--- config.mk ---
export PLATFORM = sky130hd
export DESIGN_NAME = oneshot_periodic_timer_bank_flat
export DESIGN_NICKNAME = d
export VERILOG_FILES = /design/src/design/optb_pkg.sv /design/src/design/optb_if.sv /design/src/design/optb_cell.sv /design/src/design/optb_ctrl.sv /design/src/design/oneshot_periodic_timer_bank.sv /design/src/flat_wrapper.sv
export SDC_FILE = /design/constraint.sdc
export NUM_CORES = 2
export LEC_CHECK = 0
export ABC_CLOCK_PERIOD_IN_PS = 3700
export BUFFER_PORTS_ARGS = -buffer_cell sky130_fd_sc_hd__buf_2
export CORE_ASPECT_RATIO = 1.1
export CORE_MARGIN = 5
export CORE_UTILIZATION = 25
export CTS_CLUSTER_DIAMETER = 150
export DETAILED_ROUTE_END_ITERATION = 6
export GPL_TIMING_DRIVEN = 0
export HOLD_SLACK_MARGIN = 0.06
export PLACE_DENSITY = 0.36
export SLEW_MARGIN = 10
export SYNTH_ARGS = -nofsm -noshare
export SYNTH_HDL_FRONTEND = slang
export SYNTH_SLANG_ARGS = --single-unit
--- constraint.sdc ---
create_clock -name clk -period 3.7 [get_ports clk]
set_input_delay 0.37 -clock clk [delete_from_list [all_inputs] [get_ports clk]]
set_output_delay 0.37 -clock clk [all_outputs]
set_load 0.02 [all_outputs]
--- src/design/optb_pkg.sv ---
// optb_pkg: shared constants, types and codes for the timer bank
// depends on nothing; used by the interfaces and every design module
package optb_pkg;

  // bank size and field widths
  localparam int NUM_TIMERS = 16;
  localparam int IDX_W      = (NUM_TIMERS > 1) ? $clog2(NUM_TIMERS) : 1;
  localparam int SLOT_W     = 4;
  localparam int AMT_W      = 32;

  // action codes carried by the request channel
  typedef enum logic [1:0] {
    ACT_ONCE     = 2'd0,
    ACT_PERIODIC = 2'd1,
    ACT_STOP     = 2'd2,
    ACT_TICK     = 2'd3
  } action_t;

  // sequencer states
  typedef enum logic [1:0] {
    ST_IDLE  = 2'd0,
    ST_TICK  = 2'd1,
    ST_FLUSH = 2'd2
  } state_t;

  // control from the sequencer to the row of cells
  typedef struct packed {
    logic              shift;
    logic              load;
    logic [SLOT_W-1:0] load_slot;
    logic [AMT_W-1:0]  load_rem;
    logic [AMT_W-1:0]  load_rel;
  } cell_ctl_t;

endpackage

--- src/design/optb_if.sv ---
// optb_req_if and optb_rsp_if: valid/ready channels of the timer bank
// depends on optb_pkg
interface optb_req_if;
  logic                          valid;
  logic                          ready;
  optb_pkg::action_t             action;
  logic [optb_pkg::SLOT_W-1:0]   slot;
  logic [optb_pkg::AMT_W-1:0]    amount_us;

  modport source (output valid, output action, output slot, output amount_us, input ready);
  modport sink   (input valid, input action, input slot, input amount_us, output ready);
endinterface

interface optb_rsp_if;
  logic                          valid;
  logic                          ready;
  logic                          fired;
  logic [optb_pkg::SLOT_W-1:0]   fired_slot;
  logic                          last;

  modport source (output valid, output fired, output fired_slot, output last, input ready);
  modport sink   (input valid, input fired, input fired_slot, input last, output ready);
endinterface

--- src/design/optb_cell.sv ---
// optb_cell: one timer slot of the rotating row (remaining count and period)
// depends on optb_pkg
module optb_cell (
  input  logic                       clk,
  input  logic                       rst,
  input  logic                       shift,
  input  logic                       load,
  input  logic [optb_pkg::AMT_W-1:0] load_rem,
  input  logic [optb_pkg::AMT_W-1:0] load_rel,
  input  logic [optb_pkg::AMT_W-1:0] nb_rem,
  input  logic [optb_pkg::AMT_W-1:0] nb_rel,
  output logic [optb_pkg::AMT_W-1:0] rem,
  output logic [optb_pkg::AMT_W-1:0] rel
);

  // take the neighbour's timer while rotating, else a command write
  always_ff @(posedge clk) begin
    if (rst) begin
      rem <= '0;
      rel <= '0;
    end else if (shift) begin
      rem <= nb_rem;
      rel <= nb_rel;
    end else if (load) begin
      rem <= load_rem;
      rel <= load_rel;
    end
  end

endmodule

--- src/design/optb_ctrl.sv ---
// optb_ctrl: sequencer, head-of-row timer update and result register
// depends on optb_pkg, optb_req_if, optb_rsp_if
module optb_ctrl (
  input  logic                       clk,
  input  logic                       rst,
  optb_req_if.sink                   req,
  optb_rsp_if.source                 rsp,
  input  logic [optb_pkg::AMT_W-1:0] head_rem,
  input  logic [optb_pkg::AMT_W-1:0] head_rel,
  output logic [optb_pkg::AMT_W-1:0] wrap_rem,
  output logic [optb_pkg::AMT_W-1:0] wrap_rel,
  output optb_pkg::cell_ctl_t        ctl
);

  localparam logic [optb_pkg::IDX_W-1:0] LAST_IDX =
    optb_pkg::IDX_W'(optb_pkg::NUM_TIMERS - 1);

  optb_pkg::state_t                state;
  optb_pkg::state_t                state_next;
  logic [optb_pkg::IDX_W-1:0]      idx;
  logic [optb_pkg::AMT_W-1:0]      amt;
  logic                            pend_valid;
  logic [optb_pkg::SLOT_W-1:0]     pend_slot;

  logic                            out_free;
  logic                            accept;
  logic                            is_tick;
  logic                            head_run;
  logic                            head_exp;
  logic                            step;
  logic                            push;
  logic                            push_fired;
  logic [optb_pkg::SLOT_W-1:0]     push_slot;
  logic                            push_last;

  // head timer update as it wraps round to the far end
  assign head_run = (head_rem != '0);
  assign head_exp = head_run && (head_rem <= amt);
  assign wrap_rem = head_exp ? head_rel : (head_run ? (head_rem - amt) : head_rem);
  assign wrap_rel = head_rel;

  // handshake helpers
  assign out_free = !rsp.valid || rsp.ready;
  assign accept   = req.valid && req.ready;
  assign is_tick  = (req.action == optb_pkg::ACT_TICK);
  assign step     = (state == optb_pkg::ST_TICK) && !(head_exp && pend_valid && !out_free);

  // next state
  always_comb begin
    state_next = state;
    case (state)
      optb_pkg::ST_IDLE: begin
        if (accept && is_tick) state_next = optb_pkg::ST_TICK;
      end
      optb_pkg::ST_TICK: begin
        if (step && (idx == LAST_IDX)) state_next = optb_pkg::ST_FLUSH;
      end
      optb_pkg::ST_FLUSH: begin
        if (out_free) state_next = optb_pkg::ST_IDLE;
      end
      default: state_next = optb_pkg::ST_IDLE;
    endcase
  end

  // outputs: ready, cell control and result push
  always_comb begin
    req.ready     = 1'b0;
    ctl.shift     = step;
    ctl.load      = 1'b0;
    ctl.load_slot = req.slot;
    ctl.load_rem  = '0;
    ctl.load_rel  = '0;
    push          = 1'b0;
    push_fired    = 1'b0;
    push_slot     = '0;
    push_last     = 1'b1;
    case (req.action)
      optb_pkg::ACT_ONCE: begin
        ctl.load_rem = req.amount_us;
      end
      optb_pkg::ACT_PERIODIC: begin
        ctl.load_rem = req.amount_us;
        ctl.load_rel = req.amount_us;
      end
      default: begin
        ctl.load_rem = '0;
      end
    endcase
    case (state)
      optb_pkg::ST_IDLE: begin
        req.ready = out_free;
        if (accept && !is_tick) begin
          ctl.load = 1'b1;
          push     = 1'b1;
        end
      end
      optb_pkg::ST_TICK: begin
        if (step && head_exp && pend_valid) begin
          push       = 1'b1;
          push_fired = 1'b1;
          push_slot  = pend_slot;
          push_last  = 1'b0;
        end
      end
      optb_pkg::ST_FLUSH: begin
        if (out_free) begin
          push       = 1'b1;
          push_fired = pend_valid;
          push_slot  = pend_valid ? pend_slot : '0;
        end
      end
      default: begin
        push = 1'b0;
      end
    endcase
  end

  // sequencer registers
  always_ff @(posedge clk) begin
    if (rst) begin
      state      <= optb_pkg::ST_IDLE;
      pend_valid <= 1'b0;
    end else begin
      state <= state_next;
      if (accept && is_tick) begin
        pend_valid <= 1'b0;
      end else if (step && head_exp) begin
        pend_valid <= 1'b1;
      end else if ((state == optb_pkg::ST_FLUSH) && out_free) begin
        pend_valid <= 1'b0;
      end
    end
  end

  // tick payload: elapsed amount, slot counter, held expiry
  always_ff @(posedge clk) begin
    if (accept && is_tick) begin
      amt <= req.amount_us;
      idx <= '0;
    end else if (step) begin
      idx <= idx + 1'b1;
    end
    if (step && head_exp) pend_slot <= optb_pkg::SLOT_W'(idx);
  end

  // result register
  always_ff @(posedge clk) begin
    if (rst) begin
      rsp.valid <= 1'b0;
    end else if (push) begin
      rsp.valid <= 1'b1;
    end else if (rsp.ready) begin
      rsp.valid <= 1'b0;
    end
  end

  always_ff @(posedge clk) begin
    if (push) begin
      rsp.fired      <= push_fired;
      rsp.fired_slot <= push_slot;
      rsp.last       <= push_last;
    end
  end

endmodule

--- src/design/oneshot_periodic_timer_bank.sv ---
// oneshot_periodic_timer_bank: top level, a rotating row of timer cells and the sequencer
// depends on optb_pkg, optb_if, optb_cell, optb_ctrl
//
//   channel  direction  payload                          transfer when
//   req      in         action, slot, amount_us          req.valid && req.ready
//   rsp      out        fired, fired_slot, last          rsp.valid && rsp.ready
//
// a start or stop command gives its acknowledge in the result register
// a tick passes the transfer, then the rotation, in which the row rotates one slot per cycle
// past the head update unless held by a stall, then the flush of the held expiry
// (or the none result) with last set
// a stalled result holds the rotation when a second expiry needs the result register
// synchronous reset stops every timer at once; no clearing pass is needed
module oneshot_periodic_timer_bank (
  input  logic        clk,
  input  logic        rst,
  optb_req_if.sink    req,
  optb_rsp_if.source  rsp
);

  localparam int N = optb_pkg::NUM_TIMERS;

  optb_pkg::cell_ctl_t        ctl;
  logic [optb_pkg::AMT_W-1:0] rem_q [N];
  logic [optb_pkg::AMT_W-1:0] rel_q [N];
  logic [optb_pkg::AMT_W-1:0] nb_rem [N];
  logic [optb_pkg::AMT_W-1:0] nb_rel [N];
  logic [optb_pkg::AMT_W-1:0] wrap_rem;
  logic [optb_pkg::AMT_W-1:0] wrap_rel;

  // sequencer
  optb_ctrl u_ctrl (
    .clk      (clk),
    .rst      (rst),
    .req      (req),
    .rsp      (rsp),
    .head_rem (rem_q[0]),
    .head_rel (rel_q[0]),
    .wrap_rem (wrap_rem),
    .wrap_rel (wrap_rel),
    .ctl      (ctl)
  );

  // row of cells, each fed by its upper neighbour, the last by the head update
  for (genvar i = 0; i < N; i++) begin : g_cell
    logic load_here;

    if (i == N - 1) begin : g_tail
      assign nb_rem[i] = wrap_rem;
      assign nb_rel[i] = wrap_rel;
    end else begin : g_mid
      assign nb_rem[i] = rem_q[i+1];
      assign nb_rel[i] = rel_q[i+1];
    end

    assign load_here = ctl.load &&
      ({{(32-optb_pkg::SLOT_W){1'b0}}, ctl.load_slot} == 32'(i));

    optb_cell u_cell (
      .clk      (clk),
      .rst      (rst),
      .shift    (ctl.shift),
      .load     (load_here),
      .load_rem (ctl.load_rem),
      .load_rel (ctl.load_rel),
      .nb_rem   (nb_rem[i]),
      .nb_rel   (nb_rel[i]),
      .rem      (rem_q[i]),
      .rel      (rel_q[i])
    );
  end

endmodule

--- src/flat_wrapper.sv ---
// flat-port wrapper written by rule: the top's interface ports become plain ports
module oneshot_periodic_timer_bank_flat 
  (clk, rst, req_valid, req_action, req_slot, req_amount_us, req_ready, rsp_valid, rsp_fired, rsp_fired_slot, rsp_last, rsp_ready);
  optb_req_if req_i ();
  optb_rsp_if rsp_i ();
  input  logic clk;
  input  logic rst;
  input wire logic [$bits(req_i.valid)-1:0] req_valid;
  input wire logic [$bits(req_i.action)-1:0] req_action;
  input wire logic [$bits(req_i.slot)-1:0] req_slot;
  input wire logic [$bits(req_i.amount_us)-1:0] req_amount_us;
  output wire logic [$bits(req_i.ready)-1:0] req_ready;
  output wire logic [$bits(rsp_i.valid)-1:0] rsp_valid;
  output wire logic [$bits(rsp_i.fired)-1:0] rsp_fired;
  output wire logic [$bits(rsp_i.fired_slot)-1:0] rsp_fired_slot;
  output wire logic [$bits(rsp_i.last)-1:0] rsp_last;
  input wire logic [$bits(rsp_i.ready)-1:0] rsp_ready;
  assign req_i.valid = req_valid;
  assign req_i.action = req_action;
  assign req_i.slot = req_slot;
  assign req_i.amount_us = req_amount_us;
  assign req_ready = req_i.ready;
  assign rsp_valid = rsp_i.valid;
  assign rsp_fired = rsp_i.fired;
  assign rsp_fired_slot = rsp_i.fired_slot;
  assign rsp_last = rsp_i.last;
  assign rsp_i.ready = rsp_ready;
  oneshot_periodic_timer_bank u_core (.clk(clk), .rst(rst), .req(req_i), .rsp(rsp_i));
endmodule
Word level (Yosys, flattened, before mapping)
Cells that the tools add are included.
{ "classes": {"addsub": 2, "n_lt_le_gt_ge": 1, "eq_ne": 23, "muxes": 89, "n_reduce_logical": 57} }
{ "ops": {"columns": ["op", "n"], "rows": [
  ["$mux 32", 68],
  ["$eq 4x4->1 const B", 9],
  ["$reduce_bool 2->1", 18],
  ["$le 32x32->1", 1],
  ["$reduce_bool 32->1", 1],
  ["$sub 32x32->32", 1],
  ["$logic_and 1x1->1", 27],
  ["$eq 4x3->1 const B", 4],
  ["$mux 4", 3],
  ["$mux 1", 11],
  ["$eq 4x2->1 const B", 2],
  ["$pmux 4 s2", 1],
  ["$mux 2", 3],
  ["$pmux 2 s3", 1],
  ["$add 4x1->4 const B", 1],
  ["$eq 2x1->1 const B", 2],
  ["$eq 2x2->1 const B", 2],
  ["$eq 4x1->1 const B", 1],
  ["$logic_not 1->1", 4],
  ["$logic_not 2->1", 2],
  ["$logic_not 4->1", 1],
  ["$ne 2x2->1 const B", 2],
  ["$reduce_or 2->1", 2],
  ["$pmux 1 s3", 1],
  ["other kinds (4)", 4]
]} }
{ "word_totals": {"register_bits": 1074, "output_inout_bits": 8} }

Longest topological paths before layout
{ "logic_depth": {"depth_word": 11, "ltp_mapped": 15, "depth_no_buf": 12} }

Hierarchy
From an unflattened synthesis, not the netlist that was laid out.
{ "hier_totals": {"cells_unflattened": 5152, "hier_area_um2": 53603.9} }
{ "by_module_without_submodules": {"columns": ["module", "instances", "cells_each", "area_each_um2"], "rows": [
  ["optb_cell", 16, 284, 3045.4],
  ["optb_ctrl", 1, 585, 4759.6],
  ["oneshot_periodic_timer_bank", 1, 23, 117.6]
]} }

Worst setup path before layout
No wires, ideal clock.
{ "synth_path": {"path_type": "flip-flop to flip-flop", "from": "reg u_core.g_cell[0].u_cell.rem[0] in the netlist's numbering", "to": "reg u_core.g_cell[4].u_cell.rem[10] in the netlist's numbering", "setup_time_ns": 0.128, "arrival_time_ns": 3.194, "required_time_ns": 3.572, "slack_ns": 0.378, "path_stages_with_launch": 15, "cell_sequence": "dfxtp_1 inv_1 ha_1 fa_1 nand2b_1 a211oi_1 o21ai_1 a2111oi_0 o21a_1 o21ai_2 buf_2 o21ai_2 buf_2 mux2i_1 o21ai_1"} }
{ "synth_between": {"elab_chain_cells": 7, "elab_cells_between_ends": 9} }
{ "synth_lines": {"columns": ["item", "line", "rtl"], "rows": [
  ["start: declaration", "optb_cell.sv:12", "output logic [optb_pkg::AMT_W-1:0] rem,"],
  ["start signal: assignment", "optb_cell.sv:22", "rem <= nb_rem;"],
  ["start signal: assignment", "optb_cell.sv:25", "rem <= load_rem;"],
  ["$le 32x32->1 or $reduce_bool 32->1 (tied branches)", "optb_ctrl.sv:38, optb_ctrl.sv:37", null],
  ["$logic_and 1x1->1 (*)", "optb_ctrl.sv:38", "assign head_exp = head_run && (head_rem <= amt);"],
  ["$logic_and 1x1->1 (*) (2 in series)", "optb_ctrl.sv:46", "assign step = (state == optb_pkg::ST_TICK) && !(head_exp && pend_valid && !out_free);"],
  ["$logic_not 1->1 (*)", "optb_ctrl.sv:46", null],
  ["$logic_and 1x1->1 (*)", "optb_ctrl.sv:46", null],
  ["$mux 32 or $reduce_bool 2->1 (tied branches)", null, null],
  ["end signal: assignment", "optb_cell.sv:22", null],
  ["end signal: assignment", "optb_cell.sv:25", null],
  ["end: declaration", "optb_cell.sv:12", null]
]} }
Mark *: on every way between the ends. The rest lies on a longest branch, timed or not.
A chain may end at the register's enable or synchronous reset.

Worst setup path in the final report
{ "layout_path": {"from": "reg u_core.g_cell[0].u_cell.rem[12] in the netlist's numbering", "to": "reg u_core.g_cell[15].u_cell.rem[25] in the netlist's numbering"} }
{ "layout_between": {"elab_chain_cells": 7, "elab_cells_between_ends": 12} }
{ "layout_lines": {"columns": ["item", "line"], "rows": [
  ["$le 32x32->1 or $reduce_bool 32->1 (tied branches)", "optb_ctrl.sv:38, optb_ctrl.sv:37"],
  ["$logic_and 1x1->1", "optb_ctrl.sv:38"],
  ["$logic_and 1x1->1 (2 in series)", "optb_ctrl.sv:46"],
  ["$logic_not 1->1", "optb_ctrl.sv:46"],
  ["$logic_and 1x1->1", "optb_ctrl.sv:46"],
  ["$mux 32 or $reduce_bool 2->1 (tied branches)", null],
  ["end signal: assignment", "optb_cell.sv:22"],
  ["end signal: assignment", "optb_cell.sv:25"],
  ["end: declaration", "optb_cell.sv:12"]
]} }
Several ways; a longest one is shown, not always the timed one.

==> impl_metrics.yaml <==
outcome:
  status: "finished, final reports clean"
die:
  die_h_um: 453
  io_pins: 50
  start_util_pct: 25.2
  rows: 162
  design.die.area_um2: 187000
  die_x_um: 413
  coreArea_um2: 177000
job:
  drv_cap: 0
clock_network:
  cts_tree: "done"
  root_buffer: "clkbuf_16"
  htreeDepth: 4
  clock_path_buffers: 3
  cts.sinks: 1074
  insertion_delay_ns: 0.79
  cts_made_buffers: 134
  clk_pin_slew_ns: 0.06
worst_setup_path:
  cp.required_ns: 4.39
  crit_type: "register to register"
  cpPeakStageDelay_ns: 0.47
  rr_startpoint: "u_core.g_cell[0].u_cell.rem[12]"
  r2r_cells: 11
  crit_arrival_ns: 4.32
  cpMaxStageDelayCell: "or4b_1"
  crit_fanout: 9
  start_kind: "register"
  r2r-end: "u_core.g_cell[15].u_cell.rem[25]"
  regToRegSetupSlack_ns: 0.07
  worst-path-buf-inv: 1
  path_cells: "ha_1 -> buf_2 -> nand2_1 -> or4b_1 -> or2_2 -> o21ai_1 -> a211oi_1 -> o41ai_1 -> xnor2_1 -> nand2_1 -> a211oi_1"
  cp_top_family: "compound AO/OA/AOI/OAI gates"
  end_kind: "register"
  worstSetupStartpoint: "u_core.g_cell[0].u_cell.rem[12]"
grt:
  grt.total_usage_pct: 23.0
  grt_antenna_before_repair: 5
  overflow: 0
  met3_usage_pct: 2.64
  grt_pass1_vias: 39423
  grt-busiest-layer: "met2"
  grt_max_degree: 21
  gr-usage-met1_pct: 29.0
  met2_usage_pct: 40.4
  grt_pass1_wl_um: 311000
min_path:
  min_from: "req_amount_us[14]"
  min_to: "u_core.g_cell[14].u_cell.rel[14]"
  min_path_cells: 3
  worstHoldPathType: "input pin to register"
layout:
  final_common_cell: "dfxtp_1"
  syn2layout_area_growth_pct: 24.2
  nets: 5066
  drive_gt1_share_pct: 17.4
  fillers: 18846
  finish.utilization_pct: 31.2
  layout_common_cells: "dfxtp_1, a22oi_1, o22ai_1, nand2_1, mux2i_1"
timing:
  finalSetupViolCount: 0
  final-hold-violation-count: 0
  tightest_slew_ns: 1.20
  slew_headroom_pct: 19.9
  min_period_ns: 3.63
  fin_skew_ns: 0.0325
  period_share_pct: 98.1
  slew_violations: 0
  fmax_ghz: 0.275
  hold_ws_ns: 0.0997
synthesis:
  synth-edff-count: 42
  seq_area_frac_synth_pct: 49.2
  synth_fp_nets: 4775
  synth.distinct_cells: 76
  synth_cells: 4695
  synthFlopType: "dfxtp_1"
  yosysWarnings: 0
  syn_area_um2: 44600
  async_reset_ff_share_pct: 0
  syn_area_per_cell_um2: 9.49
  ys_ff_latch: 1074
detailed_routing:
  dr.first_iter.drc_count: 3477
  routed_wl_um: 223000
  viasPerCell: 5.33
  wire_per_inst_um: 29.9
  drc: 0
  postRouteAntennaNets: 0
  first_pass_iters: 6
  dr_total_vias: 39800
power:
  powerDensity_nw_per_um2: 516
  seq_power_share_pct: 42.6
  p_leak_nw: 18.0
  clock_power_share_pct: 46.3
  power.internal_mw: 20.4
  swShare_pct: 28.4
  peakVddDrop_mv: 0.462
  p_sw_mw: 8.11
  power_frac_comb_pct: 11.1
placement:
  numPortBuffers: 47
  post-dp-hpwl_um: 162000
  place_congestion: 0.854
[worst reg2reg max path: cells and delay by family (launching register included)]
kind            cells  cell delay (ns)
flops               1             0.46
fa+ha+maj           1             0.28
simple gates        4             1.08
compound gates      4             1.34
buf+inv             1             0.18
xor+xnor            1             0.22
[flip-flops by register name (all words and copies together) (netlist names), 2 cells and up]
name / flops
u_core.g_cell.u_cell.rel: 512
u_core.u_ctrl.idx: 4
u_core.u_ctrl.rsp.fired_slot: 4
u_core.g_cell.u_cell.rem: 512
u_core.u_ctrl.amt: 32
u_core.u_ctrl.pend_slot: 4
u_core.u_ctrl.state: 2
[metrics by stage]
stage	instance area [um^2]	power [mW]	TNS (ns)	setup WS, ns	instances
after detailed placement	47800	15.2	-1024.83	-1.73	7121
after global routing	55300	29.5	-0.0215	-0.00625	7463
final	55300	28.6	0	0.0700	7465
after floorplan	44600	13.9	0	0.378	4695
after CTS	54600	28.7	-0.315	-0.0310	7451
after global placement	47800	15.2	-1026.38	-1.69	7120
[synthesized netlist by cell type, types with 13 or more instances]
master,instances,area (um^2)
nor3_1,15,75.1
xor2_1,13,114
xnor2_1,14,123
a211oi_1,20,150
ha_1,37,463
nand3_1,148,741
edfxtp_1,42,1260
and2_1,19,119
buf_2,106,531
nor2_1,58,218
nand2_1,477,1790
a31oi_1,24,150
a22oi_1,664,4980
o22ai_1,480,3000
a21o_1,17,128
nand2_4,19,214
mux2i_1,323,3230
dfxtp_1,1032,20700
buf_4,45,338
a21oi_1,226,1130
o21ai_0,173,866
nor3b_4,22,413
buf_1,29,109
clkbuf_1,303,1140
buf_6,24,270
o21ai_2,16,140
inv_1,42,158
o21ai_1,163,816
[area by class of cell]
type | instances | area [um^2] | share of cell area, %
multi-input cells | 3069 | 20700 | 37.5
plain buffers | 503 | 3460 | 6.25
inverters | 42 | 158 | 0.285
flip-flops and latches | 1074 | 21900 | 39.7
clock inverters | 32 | 453 | 0.819
well taps | 2378 | 2980 | 5.38
diodes | 2 | 5.00 | 0.00905
repair buffers | 162 | 1680 | 3.04
clock buffers | 203 | 3920 | 7.09
[logic make-up after synthesis]
family                   after synthesis  synth area share [%]
AO/OA/AOI/OAI                       1852                  26.9
adder cells (fa/ha/maj)               38                  1.08
XOR/XNOR                              27                 0.531
multiplexers                         323                  7.26
flip-flops                          1074                  49.2
buffers and inverters                552                  5.83
AND/OR/NAND/NOR                      829                  9.22
[worst max path at each step]
stage	endpoint	cells after the start	slack (ns)
after floorplan	u_core.g_cell[4].u_cell.rem[10]	14	0.38
after global placement	u_core.g_cell[15].u_cell.rem[7]	15	-1.69
after detailed placement	u_core.g_cell[15].u_cell.rem[7]	15	-1.73
after CTS	u_core.g_cell[2].u_cell.rel[10]	17	-0.03
after global routing	u_core.g_cell[7].u_cell.rel[16]	15	-0.006
final	u_core.g_cell[15].u_cell.rem[25]	11	0.07
[metal layers]
metal | vias to the layer above | wire length [um]
met5 | - | 13
met4 | 2 | 8670
met3 | 335 | 8610
met2 | 1141 | 110000
met1 | 20073 | 95500
li1 | 18249 | -
[what timing repair did]
action,CTS,global route
endpoints found under the setup margin,1047,1023
pin swaps,41,14
hold endpoints to repair,149,7
buffers inserted,68,7
resized for setup,485,125
gates cloned,2,6
hold buffers,30,1
[power groups by stage]
| stage | registers [mW] | logic [mW] | clock network, mW |
|---|---|---|---|
| final | 12.2 | 3.17 | 13.2 |
| after global routing | 12.2 | 3.32 | 14.0 |
| after CTS | 12.2 | 3.12 | 13.5 |
| after detailed placement | 12.4 | 2.80 | 0 |
| after global placement | 12.4 | 2.79 | 0 |
| after floorplan | 12.3 | 1.58 | 0 |
(Power assumes the default switching activity.)
